--- config.mk ---
export PLATFORM = sky130hd
export DESIGN_NAME = chunked_bump_pool_allocator_top
export DESIGN_NICKNAME = d
export VERILOG_FILES = /design/src/design/cbpa_pkg.sv /design/src/design/chunked_bump_pool_allocator_top.sv /design/src/design/cbpa_cell.sv /design/src/design/cbpa_ctrl.sv
export SDC_FILE = /design/constraint.sdc
export NUM_CORES = 1
export LEC_CHECK = 0
export BUFFER_PORTS_ARGS = -buffer_cell sky130_fd_sc_hd__buf_2
export CORE_ASPECT_RATIO = 0.75
export CORE_MARGIN = 2
export CORE_UTILIZATION = 58
export CTS_BUF_LIST = sky130_fd_sc_hd__clkbuf_2
export DETAILED_ROUTE_END_ITERATION = 6
export PLACE_DENSITY = 0.78
export SLEW_MARGIN = 20
export SYNTH_ARGS = -nofsm -noshare
export SYNTH_HDL_FRONTEND = slang
export SYNTH_HIERARCHICAL = 1
export SYNTH_SLANG_ARGS = --single-unit
--- constraint.sdc ---
create_clock -name aclk -period 7.53 [get_ports aclk]
set_input_delay 1.506 -clock aclk [delete_from_list [all_inputs] [get_ports aclk]]
set_output_delay 1.506 -clock aclk [all_outputs]
set_load 0.02 [all_outputs]
--- src/design/cbpa_pkg.sv ---
// ============================================================================
// cbpa_pkg
// Shared types and constants for the chunked bump pool allocator.
// ============================================================================
`default_nettype none
package cbpa_pkg;

    localparam int NUM_CHUNKS = 16;
    localparam int IDX_W      = $clog2(NUM_CHUNKS);
    localparam int OPEN_W     = IDX_W + 1;
    localparam int OFF_W      = 17;
    localparam int FAIL_W     = 8;
    localparam int USED_W     = 21;
    localparam int SIZE_W     = 17;
    localparam int ALIGN_W    = 3;
    localparam int MASK_W     = 4;
    localparam int CFG_W      = 17;
    localparam int CFG_ADDR_W = 2;

    localparam logic [OFF_W-1:0]  MAX_CHUNK_BYTES = 17'h10000;
    localparam logic [FAIL_W-1:0] FAIL_MAX        = 8'hFF;
    localparam logic [ALIGN_W-1:0] BASE_ALIGN_LOG2 = 3'd4;

    localparam logic [1:0] STATUS_OK        = 2'd0;
    localparam logic [1:0] STATUS_TOO_LARGE = 2'd1;
    localparam logic [1:0] STATUS_NO_CHUNK  = 2'd2;

    localparam logic [CFG_ADDR_W-1:0] CFG_CHUNK_LEN = 2'd0;
    localparam logic [CFG_ADDR_W-1:0] CFG_MAX_SMALL = 2'd1;
    localparam logic [CFG_ADDR_W-1:0] CFG_FAIL_THR  = 2'd2;

    localparam logic ACT_ALLOC = 1'b0;
    localparam logic ACT_RESET = 1'b1;

    typedef struct packed {
        logic [OFF_W-1:0]  off;
        logic [FAIL_W-1:0] fail;
    } chunk_t;

    typedef struct packed {
        logic shift;
        logic clr;
    } ring_ctl_t;

endpackage
`default_nettype wire

--- src/design/chunked_bump_pool_allocator_top.sv ---
// ============================================================================
// chunked_bump_pool_allocator_top
// Region pool allocator with per-chunk bump offsets held in a rotating ring.
// ============================================================================
// Usage:
//   Requests enter on s_tvalid/s_tready; s_tuser is the action (0 allocate,
//   1 reset pool), s_tdata carries request_size and align_log2. Results leave
//   on m_tvalid/m_tready with the status in m_tuser.
//   Chunk state lives in a ring of 16 cells that rotates one slot per cycle
//   while a request is in the scan or fail state, past a single compare/update
//   head. A reset or too-large request goes straight to the done state; an
//   allocation walks the ring once in the scan state (it fits or finds no
//   chunk left), and one that opens a new chunk walks it a second time in
//   the fail state to update the failure counts. One request is in work at
//   a time; the next one is taken the cycle after the result register loads.
//   The output register lets a new request be taken while a result waits;
//   if the receiver stalls, the finished request holds until the register
//   frees. Reset (aresetn low, synchronous) clears all chunks, opens one,
//   and restores a chunk length of 4096, max_small 4095, failed_threshold 4.
//   Configuration writes (cfg_we, cfg_addr, cfg_wdata) are registered.
// ============================================================================
`default_nettype none
module chunked_bump_pool_allocator_top
    import cbpa_pkg::*;
(
    input  wire logic                  aclk,
    input  wire logic                  aresetn,
    input  wire logic                  cfg_we,
    input  wire logic [CFG_ADDR_W-1:0] cfg_addr,
    input  wire logic [CFG_W-1:0]      cfg_wdata,
    input  wire logic                  s_tvalid,
    output logic                       s_tready,
    input  wire logic [23:0]           s_tdata,  // request_size[16:0], align_log2[19:17]
    input  wire logic                  s_tuser,  // action
    output logic                       m_tvalid,
    input  wire logic                  m_tready,
    output logic [47:0]                m_tdata,  // chunk_index, offset, used_total, chunk_total
    output logic [1:0]                 m_tuser   // status
);

    chunk_t    slot [NUM_CHUNKS];
    chunk_t    head_new;
    ring_ctl_t ctl;

    cbpa_ctrl u_ctrl (
        .aclk      (aclk),
        .aresetn   (aresetn),
        .cfg_we    (cfg_we),
        .cfg_addr  (cfg_addr),
        .cfg_wdata (cfg_wdata),
        .s_tvalid  (s_tvalid),
        .s_tready  (s_tready),
        .s_tdata   (s_tdata),
        .s_tuser   (s_tuser),
        .m_tvalid  (m_tvalid),
        .m_tready  (m_tready),
        .m_tdata   (m_tdata),
        .m_tuser   (m_tuser),
        .head      (slot[0]),
        .head_new  (head_new),
        .ctl       (ctl)
    );

    // The head entry goes back in at the tail after its update.
    for (genvar i = 0; i < NUM_CHUNKS; i++) begin : g_ring
        cbpa_cell u_cell (
            .aclk    (aclk),
            .aresetn (aresetn),
            .ctl     (ctl),
            .din     ((i == NUM_CHUNKS - 1) ? head_new : slot[(i + 1) % NUM_CHUNKS]),
            .dout    (slot[i])
        );
    end

endmodule
`default_nettype wire

--- src/design/cbpa_cell.sv ---
// ============================================================================
// cbpa_cell
// One chunk slot of the rotating ring: bump offset and failure count.
// ============================================================================
`default_nettype none
module cbpa_cell
    import cbpa_pkg::*;
(
    input  wire logic      aclk,
    input  wire logic      aresetn,
    input  wire ring_ctl_t ctl,
    input  wire chunk_t    din,
    output chunk_t         dout
);

    chunk_t slot_reg;

    always_ff @(posedge aclk) begin
        if (!aresetn || ctl.clr) begin
            slot_reg <= '0;
        end else if (ctl.shift) begin
            slot_reg <= din;
        end
    end

    assign dout = slot_reg;

endmodule
`default_nettype wire

--- src/design/cbpa_ctrl.sv ---
// ============================================================================
// cbpa_ctrl
// Sequencer: walks the ring head over every chunk, one per cycle, and
// modifies the entry that passes by.
// ============================================================================
`default_nettype none
module cbpa_ctrl
    import cbpa_pkg::*;
(
    input  wire logic                  aclk,
    input  wire logic                  aresetn,
    input  wire logic                  cfg_we,
    input  wire logic [CFG_ADDR_W-1:0] cfg_addr,
    input  wire logic [CFG_W-1:0]      cfg_wdata,
    input  wire logic                  s_tvalid,
    output logic                       s_tready,
    input  wire logic [23:0]           s_tdata,
    input  wire logic                  s_tuser,
    output logic                       m_tvalid,
    input  wire logic                  m_tready,
    output logic [47:0]                m_tdata,
    output logic [1:0]                 m_tuser,
    input  wire chunk_t                head,
    output chunk_t                     head_new,
    output ring_ctl_t                  ctl
);

    localparam logic [1:0] ST_IDLE = 2'd0;
    localparam logic [1:0] ST_SCAN = 2'd1;
    localparam logic [1:0] ST_FAIL = 2'd2;
    localparam logic [1:0] ST_DONE = 2'd3;

    logic [1:0]        state_reg, state_next;
    logic [IDX_W-1:0]  cnt_reg, cnt_next;
    logic              found_reg, found_next;
    logic [IDX_W-1:0]  base_reg, base_next;
    logic [IDX_W-1:0]  cur_reg, cur_next;
    logic [OPEN_W-1:0] open_reg, open_next;
    logic [USED_W-1:0] used_reg, used_next;
    logic [USED_W-1:0] sum_reg, sum_next;
    logic [1:0]        rstat_reg, rstat_next;
    logic [IDX_W-1:0]  ridx_reg, ridx_next;
    logic [15:0]       roff_reg, roff_next;
    logic [SIZE_W-1:0] size_reg, size_next;
    logic [MASK_W-1:0] mask_reg, mask_next;
    logic [CFG_W-1:0]  csize_cfg_reg, small_cfg_reg;
    logic [FAIL_W-1:0] thr_reg;
    logic              mval_reg;
    logic [47:0]       mdata_reg;
    logic [1:0]        muser_reg;

    logic              accept, last_idx, in_scan, fits, fail_upd, load_out;
    logic [OFF_W-1:0]  csize, limit, aligned, ext_mask;
    logic [SIZE_W-1:0] req_size;
    logic [ALIGN_W-1:0] req_align, align_eff;

    assign req_size  = s_tdata[16:0];
    assign req_align = s_tdata[19:17];
    assign accept    = s_tvalid && s_tready;
    assign s_tready  = (state_reg == ST_IDLE);
    assign load_out  = (state_reg == ST_DONE) && (!mval_reg || m_tready);

    assign csize     = (csize_cfg_reg > MAX_CHUNK_BYTES) ? MAX_CHUNK_BYTES : csize_cfg_reg;
    assign limit     = (small_cfg_reg < csize) ? small_cfg_reg : csize;
    assign align_eff = (req_align > BASE_ALIGN_LOG2) ? BASE_ALIGN_LOG2 : req_align;

    assign ext_mask  = {{(OFF_W-MASK_W){1'b0}}, mask_reg};
    assign aligned   = (head.off + ext_mask) & ~ext_mask;
    assign fits      = (aligned <= csize) && ((csize - aligned) >= size_reg);
    assign last_idx  = (cnt_reg == IDX_W'(NUM_CHUNKS - 1));
    assign in_scan   = ({1'b0, cnt_reg} < open_reg) && (cnt_reg >= base_reg);
    assign fail_upd  = (cnt_reg >= base_reg) && ({1'b0, cnt_reg} < (open_reg - 1'b1));

    always_comb begin
        head_new  = head;
        ctl.shift = (state_reg == ST_SCAN) || (state_reg == ST_FAIL);
        ctl.clr   = accept && (s_tuser == ACT_RESET);
        if (state_reg == ST_SCAN && !found_reg && in_scan && fits) begin
            head_new.off = aligned + size_reg;
        end
        if (state_reg == ST_FAIL) begin
            if (fail_upd) begin
                head_new.fail = (head.fail == FAIL_MAX) ? FAIL_MAX : head.fail + 1'b1;
            end
            if ({1'b0, cnt_reg} == open_reg) begin
                head_new.off  = size_reg;
                head_new.fail = '0;
            end
        end
    end

    always_comb begin
        state_next = state_reg;
        cnt_next   = cnt_reg;
        found_next = found_reg;
        base_next  = base_reg;
        cur_next   = cur_reg;
        open_next  = open_reg;
        used_next  = used_reg;
        sum_next   = sum_reg + {{(USED_W-OFF_W){1'b0}}, head_new.off};
        rstat_next = rstat_reg;
        ridx_next  = ridx_reg;
        roff_next  = roff_reg;
        size_next  = size_reg;
        mask_next  = mask_reg;
        unique case (state_reg)
            ST_IDLE: begin
                sum_next = '0;
                if (accept) begin
                    rstat_next = STATUS_OK;
                    ridx_next  = '0;
                    roff_next  = '0;
                    cnt_next   = '0;
                    found_next = 1'b0;
                    base_next  = cur_reg;
                    size_next  = req_size;
                    mask_next  = MASK_W'((5'd1 << align_eff) - 5'd1);
                    if (s_tuser == ACT_RESET) begin
                        cur_next   = '0;
                        used_next  = '0;
                        state_next = ST_DONE;
                    end else if (req_size > limit) begin
                        rstat_next = STATUS_TOO_LARGE;
                        state_next = ST_DONE;
                    end else begin
                        state_next = ST_SCAN;
                    end
                end
            end
            ST_SCAN: begin
                cnt_next = cnt_reg + 1'b1;
                if (!found_reg && in_scan && fits) begin
                    found_next = 1'b1;
                    ridx_next  = cnt_reg;
                    roff_next  = aligned[15:0];
                end
                if (last_idx) begin
                    if (found_next) begin
                        used_next  = sum_next;
                        state_next = ST_DONE;
                    end else if (open_reg >= OPEN_W'(NUM_CHUNKS)) begin
                        rstat_next = STATUS_NO_CHUNK;
                        state_next = ST_DONE;
                    end else begin
                        sum_next   = '0;
                        state_next = ST_FAIL;
                    end
                end
            end
            ST_FAIL: begin
                cnt_next = cnt_reg + 1'b1;
                // Later chunks override earlier ones, so current lands past the last skip.
                if (fail_upd && head.fail >= thr_reg) begin
                    cur_next = cnt_reg + 1'b1;
                end
                if (last_idx) begin
                    used_next  = sum_next;
                    ridx_next  = open_reg[IDX_W-1:0];
                    roff_next  = '0;
                    open_next  = open_reg + 1'b1;
                    state_next = ST_DONE;
                end
            end
            ST_DONE: begin
                if (load_out) begin
                    state_next = ST_IDLE;
                end
            end
            default: state_next = ST_IDLE;
        endcase
    end

    always_ff @(posedge aclk) begin
        if (!aresetn) begin
            state_reg     <= ST_IDLE;
            cur_reg       <= '0;
            open_reg      <= OPEN_W'(1);
            used_reg      <= '0;
            mval_reg      <= 1'b0;
            csize_cfg_reg <= CFG_W'(4096);
            small_cfg_reg <= CFG_W'(4095);
            thr_reg       <= FAIL_W'(4);
        end else begin
            state_reg <= state_next;
            cur_reg   <= cur_next;
            open_reg  <= open_next;
            used_reg  <= used_next;
            if (load_out) begin
                mval_reg <= 1'b1;
            end else if (m_tready) begin
                mval_reg <= 1'b0;
            end
            if (cfg_we) begin
                unique case (cfg_addr)
                    CFG_CHUNK_LEN: csize_cfg_reg <= cfg_wdata;
                    CFG_MAX_SMALL: small_cfg_reg <= cfg_wdata;
                    CFG_FAIL_THR:  thr_reg       <= cfg_wdata[FAIL_W-1:0];
                    default: ;
                endcase
            end
        end
    end

    always_ff @(posedge aclk) begin
        cnt_reg   <= cnt_next;
        found_reg <= found_next;
        base_reg  <= base_next;
        sum_reg   <= sum_next;
        rstat_reg <= rstat_next;
        ridx_reg  <= ridx_next;
        roff_reg  <= roff_next;
        size_reg  <= size_next;
        mask_reg  <= mask_next;
        if (load_out) begin
            muser_reg <= rstat_reg;
            mdata_reg <= {2'b00, open_reg, used_reg, roff_reg, ridx_reg};
        end
    end

    assign m_tvalid = mval_reg;
    assign m_tdata  = mdata_reg;
    assign m_tuser  = muser_reg;

endmodule
`default_nettype wire
==> results of run 1 <==
[timing repair]
action	in CTS	in global routing
setup endpoints to repair	24	30
buffers inserted	9	15
cloned	0	1
gates resized for setup	46	75
pin swaps	29	73
[path summary, 6_finish.rpt]
path | depth (start not counted) | end | startpoint
max | 35 | u_ctrl/used_reg[16] | u_ctrl/mask_reg[1]
min | 0 | u_ctrl/m_tdata[14] | u_ctrl/roff_reg[10]
max reg2reg | 35 | u_ctrl/used_reg[16] | u_ctrl/mask_reg[1]
min reg2reg | 0 | u_ctrl/m_tdata[14] | u_ctrl/roff_reg[10]
[per-stage QoR]
step	worst slack, ns	utilization	area (um^2)
after floorplan	0.0645	-	27100
after global placement	-0.476	0.618	28500
after detailed placement	-0.542	0.619	28500
after CTS	0.0280	0.652	30100
after global routing	-0.234	0.664	30600
final	0.109	0.664	30600
[worst max-delay path, delay by kind of cell (launching register included)]
kind / cells / cell delay (ns)
simple gates: 7 / 1.53
compound gates: 17 / 3.14
fa+ha+maj: 4 / 1.23
mux: 1 / 0.24
xor+xnor: 2 / 0.27
flops: 1 / 0.46
buf+inv: 4 / 0.53
[cells in the mapped netlist, types with 11 or more instances]
| cell type | count | share of area |
|---|---|---|
| o21ai_0 | 49 | 0.0090 |
| nand2_1 | 144 | 0.020 |
| nor2_1 | 509 | 0.070 |
| xnor2_1 | 41 | 0.013 |
| clkbuf_1 | 31 | 0.0043 |
| a21o_1 | 41 | 0.011 |
| nand2b_1 | 39 | 0.0090 |
| buf_12 | 32 | 0.024 |
| inv_1 | 89 | 0.012 |
| edfxtp_1 | 100 | 0.11 |
| dfxtp_1 | 496 | 0.37 |
| buf_6 | 52 | 0.022 |
| and3_1 | 13 | 0.0030 |
| xor2_1 | 22 | 0.0071 |
| clkbuf_2 | 16 | 0.0030 |
| nand3_1 | 39 | 0.0072 |
| nand4_1 | 17 | 0.0039 |
| mux2i_1 | 443 | 0.16 |
| nor2b_1 | 13 | 0.0030 |
| ha_1 | 131 | 0.060 |
| a21oi_1 | 106 | 0.020 |
| or3b_2 | 11 | 0.0036 |
| nor3_1 | 16 | 0.0030 |
[kinds of logic (layout without fill, tap and decap cells)]
kind of cell / Yosys count / after routing / share of synthesized area
flops: 596 / 596 / 0.477
mux: 443 / 443 / 0.163
compound gates: 307 / 307 / 0.0727
xor+xnor: 63 / 63 / 0.0203
other cells: 1 / 3 / 0.000138
fa+ha+maj: 135 / 135 / 0.0634
buf+inv: 232 / 651 / 0.0670
simple gates: 852 / 852 / 0.136
[routing by layer]
metal  track usage  share of wire
met1         0.369           0.47
met2         0.406           0.44
met3        0.0515          0.068
met4        0.0930          0.023
met5             0              0
[power by group]
part	switching, mW	leakage, nW	internal (mW)
Sequential	0.120	4.95	3.47
Clock	1.29	0.948	0.805
Combinational	1.70	7.36	1.22
Total	3.10	13.3	5.50
[cell type report]
class                   instances  share of cell area
multi-input cells            1802               0.426
flip-flops and latches        596               0.423
repair buffers                320              0.0730
clock buffers                 204              0.0334
well taps                     630              0.0258
inverters                      92              0.0113
clock inverters                35             0.00801
diodes                          1           0.0000818
==> metrics.csv, run 1 <==
metric,value,unit
die_w,254,um
cpMostUsedCell,nor2_2,
final_cell_mix,"nor2_1 (502), dfxtp_1 (495), mux2i_1 (440)",
io_pins,101,
grt_max_degree,68,
grt_usage,0.263,
start_util,0.588,
root_buffer,clkbuf_2,
dp_hpwl,45500,um
violations,design-rule violations,
worstPathMaxFanout,5,
vdd_drop_max,0.458,mV
antenna_found_initial,1,
dieArea,0.0485,mm^2
drv_cap,0,
tns,0,ns
grt_pass1_vias,19600,
clkSinkCount,596,
max-slew-margin-rel,0.266,
drive_above_1_share,0.219,
place_inst,3419,
cts_hold_buffers,0,
required,8.56,ns
rows,68,
cts_made_buffers,136,
rsz0062_at_grt,true,
powerDensity,281,mW/mm^2
drt-vias-per-instance,5.48,
clk_latency,1.15,ns
fillers,3592,
drtPass1Iterations,7,
yosysUniqueCellTypes,73,
setup_violations,0,
ys_seq_area_frac,0.477,
layout_commonest_cell,nor2_1,
status,"complete, but fails checks",
start_kind,flop,
core_area,0.0461,mm^2
largest_register_ffs,400,
ys.warnings.count,6,
num_vias,20200,
area_delta_synth_final,12.8,%
p_total,8.60,mW
crit_type,flop to flop,
syn_area,0.0271,mm^2
r2r_slack,0.11,ns
hold_viol,0,
overflow,0,
htreeDepth,4,
skew,0.177,ns
clockBufferDepth,3,
slew_viol_final,0,
cts_tree,done,
gp_congestion,0.956,
drtIter0Drc,1455,
avgSynthCellArea,10.3,um^2
holdWs,0.310,ns
worstPathArrival,8.45,ns
crit_slowest_cell,edfxtp_1,
async_reset_ff_frac,0,
final_nets,3132,
drc,4,
routedWlPerCell,17.5,um
netlist_instances,2629,
synth_flop_cell,dfxtp_1,
multi_input_area,0.0130,mm^2
ff_latch_area,0.0129,mm^2
path_clk_slew,0.16,ns
drt-total-wl,64500,um
endpoint_kind,flop,
io_buffers,94,
period_needed,7.42,ns
stdcell_count,3680,
finalCritPeriodShare,0.986,
synth-edff-count,100,
worst_slew_pin_slew,1.10,ns
grt_pass1_wl,101000,um
die_h,191,um
critPathMaxStageDelay,0.46,ns
clock.fmax,0.135,GHz
ys_ff_latch,596,
ant_nets,0,
power_leakage,13.3,nW
hold_path.class,flop to flop,
(Power assumes the default switching activity.)
==> run 2: changes to the inputs <==
--- a/config.mk
+++ b/config.mk
@@ -9,11 +9,10 @@
 export CORE_ASPECT_RATIO = 0.75
 export CORE_MARGIN = 2
-export CORE_UTILIZATION = 58
+export CORE_UTILIZATION = 56
 export CTS_BUF_LIST = sky130_fd_sc_hd__clkbuf_2
 export DETAILED_ROUTE_END_ITERATION = 6
-export PLACE_DENSITY = 0.78
+export PLACE_DENSITY = 0.76
 export SLEW_MARGIN = 20
 export SYNTH_ARGS = -nofsm -noshare
 export SYNTH_HDL_FRONTEND = slang
-export SYNTH_HIERARCHICAL = 1
 export SYNTH_SLANG_ARGS = --single-unit
==> constraint.sdc (replaced) <==
create_clock -name aclk -period 7.53 [get_ports aclk]
set_input_delay 0.753 -clock aclk [delete_from_list [all_inputs] [get_ports aclk]]
set_output_delay 0.753 -clock aclk [all_outputs]
set_load 0.02 [all_outputs]
==> metrics.csv, run 2 <==
metric,value,unit,change
clkSinkCount,596,,unchanged
drv_cap,0,,unchanged
worstPathArrival,8.25,ns,was 8.45 ns
critPathMaxStageDelay,0.48,ns,was 0.46 ns
dieArea,0.0482,mm^2,was 0.0485 mm^2
dp_hpwl,41800,um,was 45500 um
final_core_util,0.651,,was 0.664
yosysTopAreaCell,dfxtp_1,,unchanged
preCtsSetupSlack,-0.517,ns,was -0.542 ns
critical_path.startpoint,u_ctrl.mask_reg[0],,was u_ctrl/mask_reg[1]
place_inst,3290,,was 3419
place_area,0.0277,mm^2,was 0.0285 mm^2
worstPathMaxFanout,11,,was 5
drt-total-wl,60700,um,was 64500 um
cts_made_buffers,136,,unchanged
grt_pass1_wl,96500,um,was 101000 um
num_vias,19600,,was 20200
synth-edff-count,100,,unchanged
stdcell_area,0.0299,mm^2,was 0.0306 mm^2
power_leakage,12.8,nW,was 13.3 nW
drtIter0Drc,1570,,was 1455
max-slew-margin-rel,0.217,,was 0.266
slew_viol_final,0,,unchanged
holdWs,0.146,ns,was 0.310 ns
area_delta_synth_final,15.0,%,was 12.8%
drive_above_1_share,0.173,,was 0.219
path_clk_slew,0.11,ns,was 0.16 ns
stdcell_count,3593,,was 3680
netlist_instances,2619,,was 2629
cpLargestDelayFamily,compound AO/OA/AOI/OAI gates,,unchanged
setup_violations,0,,unchanged
grt_usage,0.251,,was 0.263
crit_type,flop to flop,,unchanged
hold_viol,0,,unchanged
r2r_start,u_ctrl.mask_reg[0],,was u_ctrl/mask_reg[1]
io_pins,101,,unchanged
ys.warnings.count,0,,was 6
die_w,253,um,was 254 um
ys_seq_area_frac,0.497,,was 0.477
finalCritPeriodShare,0.957,,was 0.986
skew,0.0929,ns,was 0.177 ns
root_buffer,clkbuf_2,,unchanged
period_needed,7.21,ns,was 7.42 ns
crit_buf_inv,3,,was 4
avgSynthCellArea,9.93,um^2,was 10.3 um^2
synth_top_family_by_area,multiplexers,,unchanged
start_kind,flop,,unchanged
htreeDepth,4,,unchanged
clock.fmax,0.139,GHz,was 0.135 GHz
die_h,191,um,about the same
synth_common_cells,"nor2_1 (504), dfxtp_1 (496), mux2i_1 (407)",,"was nor2_1 (509), dfxtp_1 (496), mux2i_1 (443)"
synth_top_area_share,0.382,,was 0.366
p_total,8.74,mW,was 8.60 mW
antenna_found_initial,2,,was 1
reg2reg_depth,33,,was 35
setup_slack,0.324,ns,was 0.109 ns
cts_tree,done,,unchanged
status,"finished, final reports clean",,"was complete, but fails checks"
ys_ff_latch,596,,unchanged
vdd_drop_max,0.464,mV,was 0.458 mV
endpoint_kind,flop,,unchanged
synthAdderAreaFrac,0.0661,,was 0.0634
final_cell_mix,"nor2_1 (500), dfxtp_1 (496), mux2i_1 (404)",,"was nor2_1 (502), dfxtp_1 (495), mux2i_1 (440)"
io_buffers,94,,unchanged
powerDensity,292,mW/mm^2,was 281 mW/mm^2
synth_compound_area_frac,0.0812,,was 0.0727
layout_commonest_cell,nor2_1,,unchanged
yosysUniqueCellTypes,70,,was 73
worst_slew_pin_slew,1.17,ns,was 1.10 ns
hold_depth,4,,was 0
netlist_top_cells_area,"dfxtp_1 (38%), mux2i_1 (16%), edfxtp_1 (12%), nor2_1 (7.3%), ha_1 (6.3%)",,"was dfxtp_1 (37%), mux2i_1 (16%), edfxtp_1 (11%), nor2_1 (7.0%), ha_1 (6.0%)"
clk_latency,1.15,ns,about the same
syn_area,0.0260,mm^2,was 0.0271 mm^2
required,8.58,ns,was 8.56 ns
tns,0,ns,unchanged
drt-vias-per-instance,5.45,,was 5.48
overflow,0,,unchanged
critical_path_cell_count,33,,was 35
async_reset_ff_frac,0,,unchanged
clockBufferDepth,3,,unchanged
start_util,0.566,,was 0.588
synth-xor-area-share,0.0219,,was 0.0203
synthMuxAreaShare,0.157,,was 0.163
hp-start,cfg_we,,was u_ctrl/roff_reg[10]
gp_congestion,0.950,,was 0.956
hold_path.class,input pin to flop,,was flop to flop
grt_max_degree,165,,was 68
synth-simple-area-share,0.143,,was 0.136
largest_register_ffs,400,,unchanged
fillers,3657,,was 3592
synth_flop_cell,dfxtp_1,,unchanged
synth_most_common_cell,nor2_1,,unchanged
final_nets,3075,,was 3132
ant_nets,0,,unchanged
rows,68,,unchanged
drtPass1Iterations,5,,was 7
core_area,0.0459,mm^2,was 0.0461 mm^2
routedWlPerCell,16.9,um,was 17.5 um
grt_pass1_vias,18900,,was 19600
drc,0,,was 4
crit_slowest_cell,or4_1,,was edfxtp_1
[run 2: cell types whose count changed in the layout (fill, tap and decap cells not counted), moves of 13 or more]
cell	before	now
o21ai_0	35	48
nor3_1	13	28
mux2i_1	440	404
nand2b_1	31	7
dlygate4sd3_1	0	49
buf_4	217	120
a21o_1	41	28
nand2_1	142	156
[run 2: final cells by class]
class | instances | area, um^2 | area share
clock inverters | 39 | 246 | 0.00824
diodes | 3 | 7.51 | 0.000251
well taps | 595 | 744 | 0.0249
multi-input cells | 1793 | 12600 | 0.423
clock buffers | 203 | 1020 | 0.0340
repair buffers | 269 | 1960 | 0.0654
flip-flops and latches | 596 | 12900 | 0.432
inverters | 95 | 357 | 0.0119
[run 2: power by group]
part | switching (mW) | leakage (nW) | total [mW] | internal [mW]
clock | 1.24 | 0.964 | 2.07 | 0.824
sequential | 0.133 | 4.95 | 3.64 | 3.50
combinational | 1.79 | 6.89 | 3.04 | 1.25
total | 3.17 | 12.8 | 8.74 | 5.57
[run 2: worst min-delay path: stages]
cell	delay [ns]
buf_2	0.12
nor3b_2	0.18
nand2_1	0.07
a21oi_1	0.06
[run 2: timing repair]
action | 4_1_cts | 5_1_grt
gates resized for setup | 20 | 61
buffers inserted | 1 | 9
pin swaps | 4 | 41
setup endpoints to repair | 22 | 26
cloned | 0 | 0
hold buffers | 49 | 0
endpoints found under the hold margin | 69 | 0
[run 2: cell families after synthesis]
family          after synthesis
simple gates                864
flops                       596
mux                         407
compound gates              320
buf+inv                     231
fa+ha+maj                   135
xor+xnor                     65
other cells                   1
[run 2: routing by layer]
layer	GRT usage	vias up	share of wire
met5	0	-	0
met4	0.0792	0	0.020
met3	0.0595	92	0.062
met2	0.390	523	0.45
met1	0.347	9242	0.47
li1	-	9719	-
[run 2: worst paths after layout]
kind / endpoint / slack (ns)
worst max-delay path: u_ctrl.used_reg[17] / 0.32
worst min-delay path: u_ctrl.csize_cfg_reg[1] / 0.15
worst max register to register: u_ctrl.used_reg[17] / 0.32
worst min register to register: u_ctrl.m_tdata[19] / 0.40
==> run 3: changes to the inputs <==
CAP_MARGIN = 20   (was not set)
CORE_MARGIN = not set   (was 2)
==> metrics.csv, run 3 (synthesis gave the netlist of run 2 again) <==
metric,value,unit,change
routedWlPerCell,16.8,um,was 16.9 um
max-slew-margin-rel,0.256,,was 0.217
sw_frac_of_total,0.362,,about the same
clockBufferDepth,3,,unchanged
rows,67,,was 68
die_w,251,um,was 253 um
r2r_slack,0.22,ns,was 0.32 ns
place_inst,3280,,was 3290
dp_hpwl,41400,um,was 41800 um
drt-total-wl,60400,um,was 60700 um
io_pins,101,,unchanged
worstPathMaxFanout,19,,was 11
r2r-end,u_ctrl.sum_reg[18],,was u_ctrl.used_reg[17]
fillers,3542,,was 3657
start_kind,flop,,unchanged
layout_commonest_cell,nor2_1,,unchanged
htreeDepth,4,,unchanged
status,"finished, final reports clean",,unchanged
finalCritPeriodShare,0.970,,was 0.957
grt_max_degree,236,,was 165
worstPathArrival,8.35,ns,was 8.25 ns
vdd_drop_max,0.378,mV,was 0.464 mV
ant_nets,0,,unchanged
final_nets,3077,,was 3075
endpoint_kind,flop,,unchanged
root_buffer,clkbuf_2,,unchanged
die_h,189,um,was 191 um
final_cell_mix,"nor2_1 (502), dfxtp_1 (496), mux2i_1 (404)",,"was nor2_1 (500), dfxtp_1 (496), mux2i_1 (404)"
area_delta_synth_final,15.0,%,about the same
sequentialPowerShare,0.412,,was 0.416
drtPass1Iterations,5,,unchanged
stdcell_count,3591,,was 3593
period_needed,7.31,ns,was 7.21 ns
skew,0.0921,ns,was 0.0929 ns
final_core_util,0.661,,was 0.651
path_clk_slew,0.13,ns,was 0.11 ns
setup_violations,0,,unchanged
powerDensity,295,mW/mm^2,was 292 mW/mm^2
cts_made_buffers,139,,was 136
largest_register_ffs,400,,unchanged
drc,0,,unchanged
crit_slowest_cell,edfxtp_1,,was or4_1
slew_viol_final,0,,unchanged
grt_usage,0.254,,was 0.251
io_buffers,94,,unchanged
core_area,0.0453,mm^2,was 0.0459 mm^2
num_vias,19800,,was 19600
gp_congestion,0.913,,was 0.950
hold_path.class,input pin to flop,,unchanged
reg2reg_depth,37,,was 33
hp-start,cfg_addr[1],,was cfg_we
power_leakage,12.8,nW,about the same
pwr-share-comb,0.345,,was 0.347
clock.fmax,0.137,GHz,was 0.139 GHz
hold_viol,0,,unchanged
drive_above_1_share,0.173,,about the same
grt_pass1_vias,19000,,was 18900
critPathMaxStageDelay,0.42,ns,was 0.48 ns
p_sw,3.19,mW,was 3.17 mW
grt_pass1_wl,96300,um,was 96500 um
worst_slew_pin_slew,1.12,ns,was 1.17 ns
antenna_found_initial,4,,was 2
dieArea,0.0473,mm^2,was 0.0482 mm^2
hold_path_end,u_ctrl.csize_cfg_reg[4],,was u_ctrl.csize_cfg_reg[1]
clk_latency,1.18,ns,was 1.15 ns
r2r_start,u_ctrl.mask_reg[0],,unchanged
drtIter0Drc,1466,,was 1570
overflow,0,,unchanged
required,8.58,ns,about the same
drv_cap,0,,unchanged
drt-vias-per-instance,5.52,,was 5.45
clkSinkCount,596,,unchanged
pwr-share-clk,0.242,,was 0.237
hold_depth,4,,unchanged
cts_tree,done,,unchanged
start_util,0.575,,was 0.566
p_int,5.63,mW,was 5.57 mW
crit_type,flop to flop,,unchanged
==> run 3: changes by cell type in the layout (fill, tap and decap cells not counted), sizes merged <==
| cell | before | now |
|---|---|---|
| bufinv | 3 | 4 |
| diode | 3 | 5 |
| inv | 99 | 96 |
| clkinv | 29 | 35 |
| buf | 220 | 217 |
| dlygate4sd3 | 49 | 51 |
| clkinvlp | 3 | 5 |
==> run 3: final cells by class <==
class / instances / area, um^2 / area share
Antenna cell: 5 / 12.5 / 0.000418
Clock buffer: 203 / 1020 / 0.0339
Clock inverter: 45 / 314 / 0.0105
Inverter: 95 / 357 / 0.0119
Multi-Input combinational cell: 1793 / 12600 / 0.421
Sequential cell: 596 / 12900 / 0.432
Tap cell: 586 / 733 / 0.0245
Timing Repair Buffer: 268 / 1960 / 0.0654
==> run 3: worst max-delay path by stage <==
stage	start	to	depth (start not counted)
2_1_floorplan	u_ctrl.mask_reg[0]	u_ctrl.ridx_reg[0]	20
3_3_place_gp	u_ctrl.mask_reg[0]	u_ctrl.used_reg[17]	36
3_5_place_dp	u_ctrl.mask_reg[0]	u_ctrl.used_reg[17]	36
4_1_cts	u_ctrl.mask_reg[0]	u_ctrl.used_reg[20]	36
5_1_grt	u_ctrl.mask_reg[0]	u_ctrl.used_reg[20]	36
6_report	u_ctrl.mask_reg[0]	u_ctrl.sum_reg[18]	37
==> run 3: power by group through the flow <==
| stage | registers, mW | clock network, mW | logic, mW |
|---|---|---|---|
| after floorplan | 3.70 | 0 | 2.23 |
| after detailed placement | 3.70 | 0 | 2.91 |
| after global routing | 3.65 | 2.37 | 3.24 |
| after CTS | 3.63 | 2.21 | 2.95 |
| final | 3.63 | 2.13 | 3.05 |
| after global placement | 3.70 | 0 | 2.85 |
==> run 3: per-layer routing <==
layer	wire length (um)	track usage	vias up
li1	-	-	9729
met1	28500	0.355	9424
met2	26900	0.388	568
met3	3810	0.0547	106
met4	1280	0.0875	0
met5	0	0	-
==> run 3: per-stage QoR <==
stage	setup slack (ns)	total power, mW	TNS (ns)	hold WS (ns)	area (um^2)
floorplan	0.135	5.93	0	0.400	26000
global placement	-0.175	6.55	-0.325	0.406	27600
detailed placement	-0.334	6.61	-1.60	0.405	27600
CTS	0.0139	8.78	0	0.176	29600
global route	-0.0986	9.26	-0.489	0.195	29900
finish	0.223	8.81	0	0.305	29900
==> run 3: worst max-delay path: cells and delay by family, from the launching register on <==
family,cells,cell delay [ns]
flip-flops,1,0.42
XOR/XNOR,2,0.35
buffers and inverters,6,0.93
adder cells (fa/ha/maj),4,1.26
AND/OR/NAND/NOR,8,1.01
AO/OA/AOI/OAI,17,3.21
==> run 3: what timing repair did <==
action | in CTS | in global routing
endpoints found under the setup margin | 19 | 26
hold buffers | 51 | 0
gates resized for setup | 16 | 64
endpoints found under the hold margin | 71 | 0
pin swaps | 3 | 41
setup buffers | 0 | 7
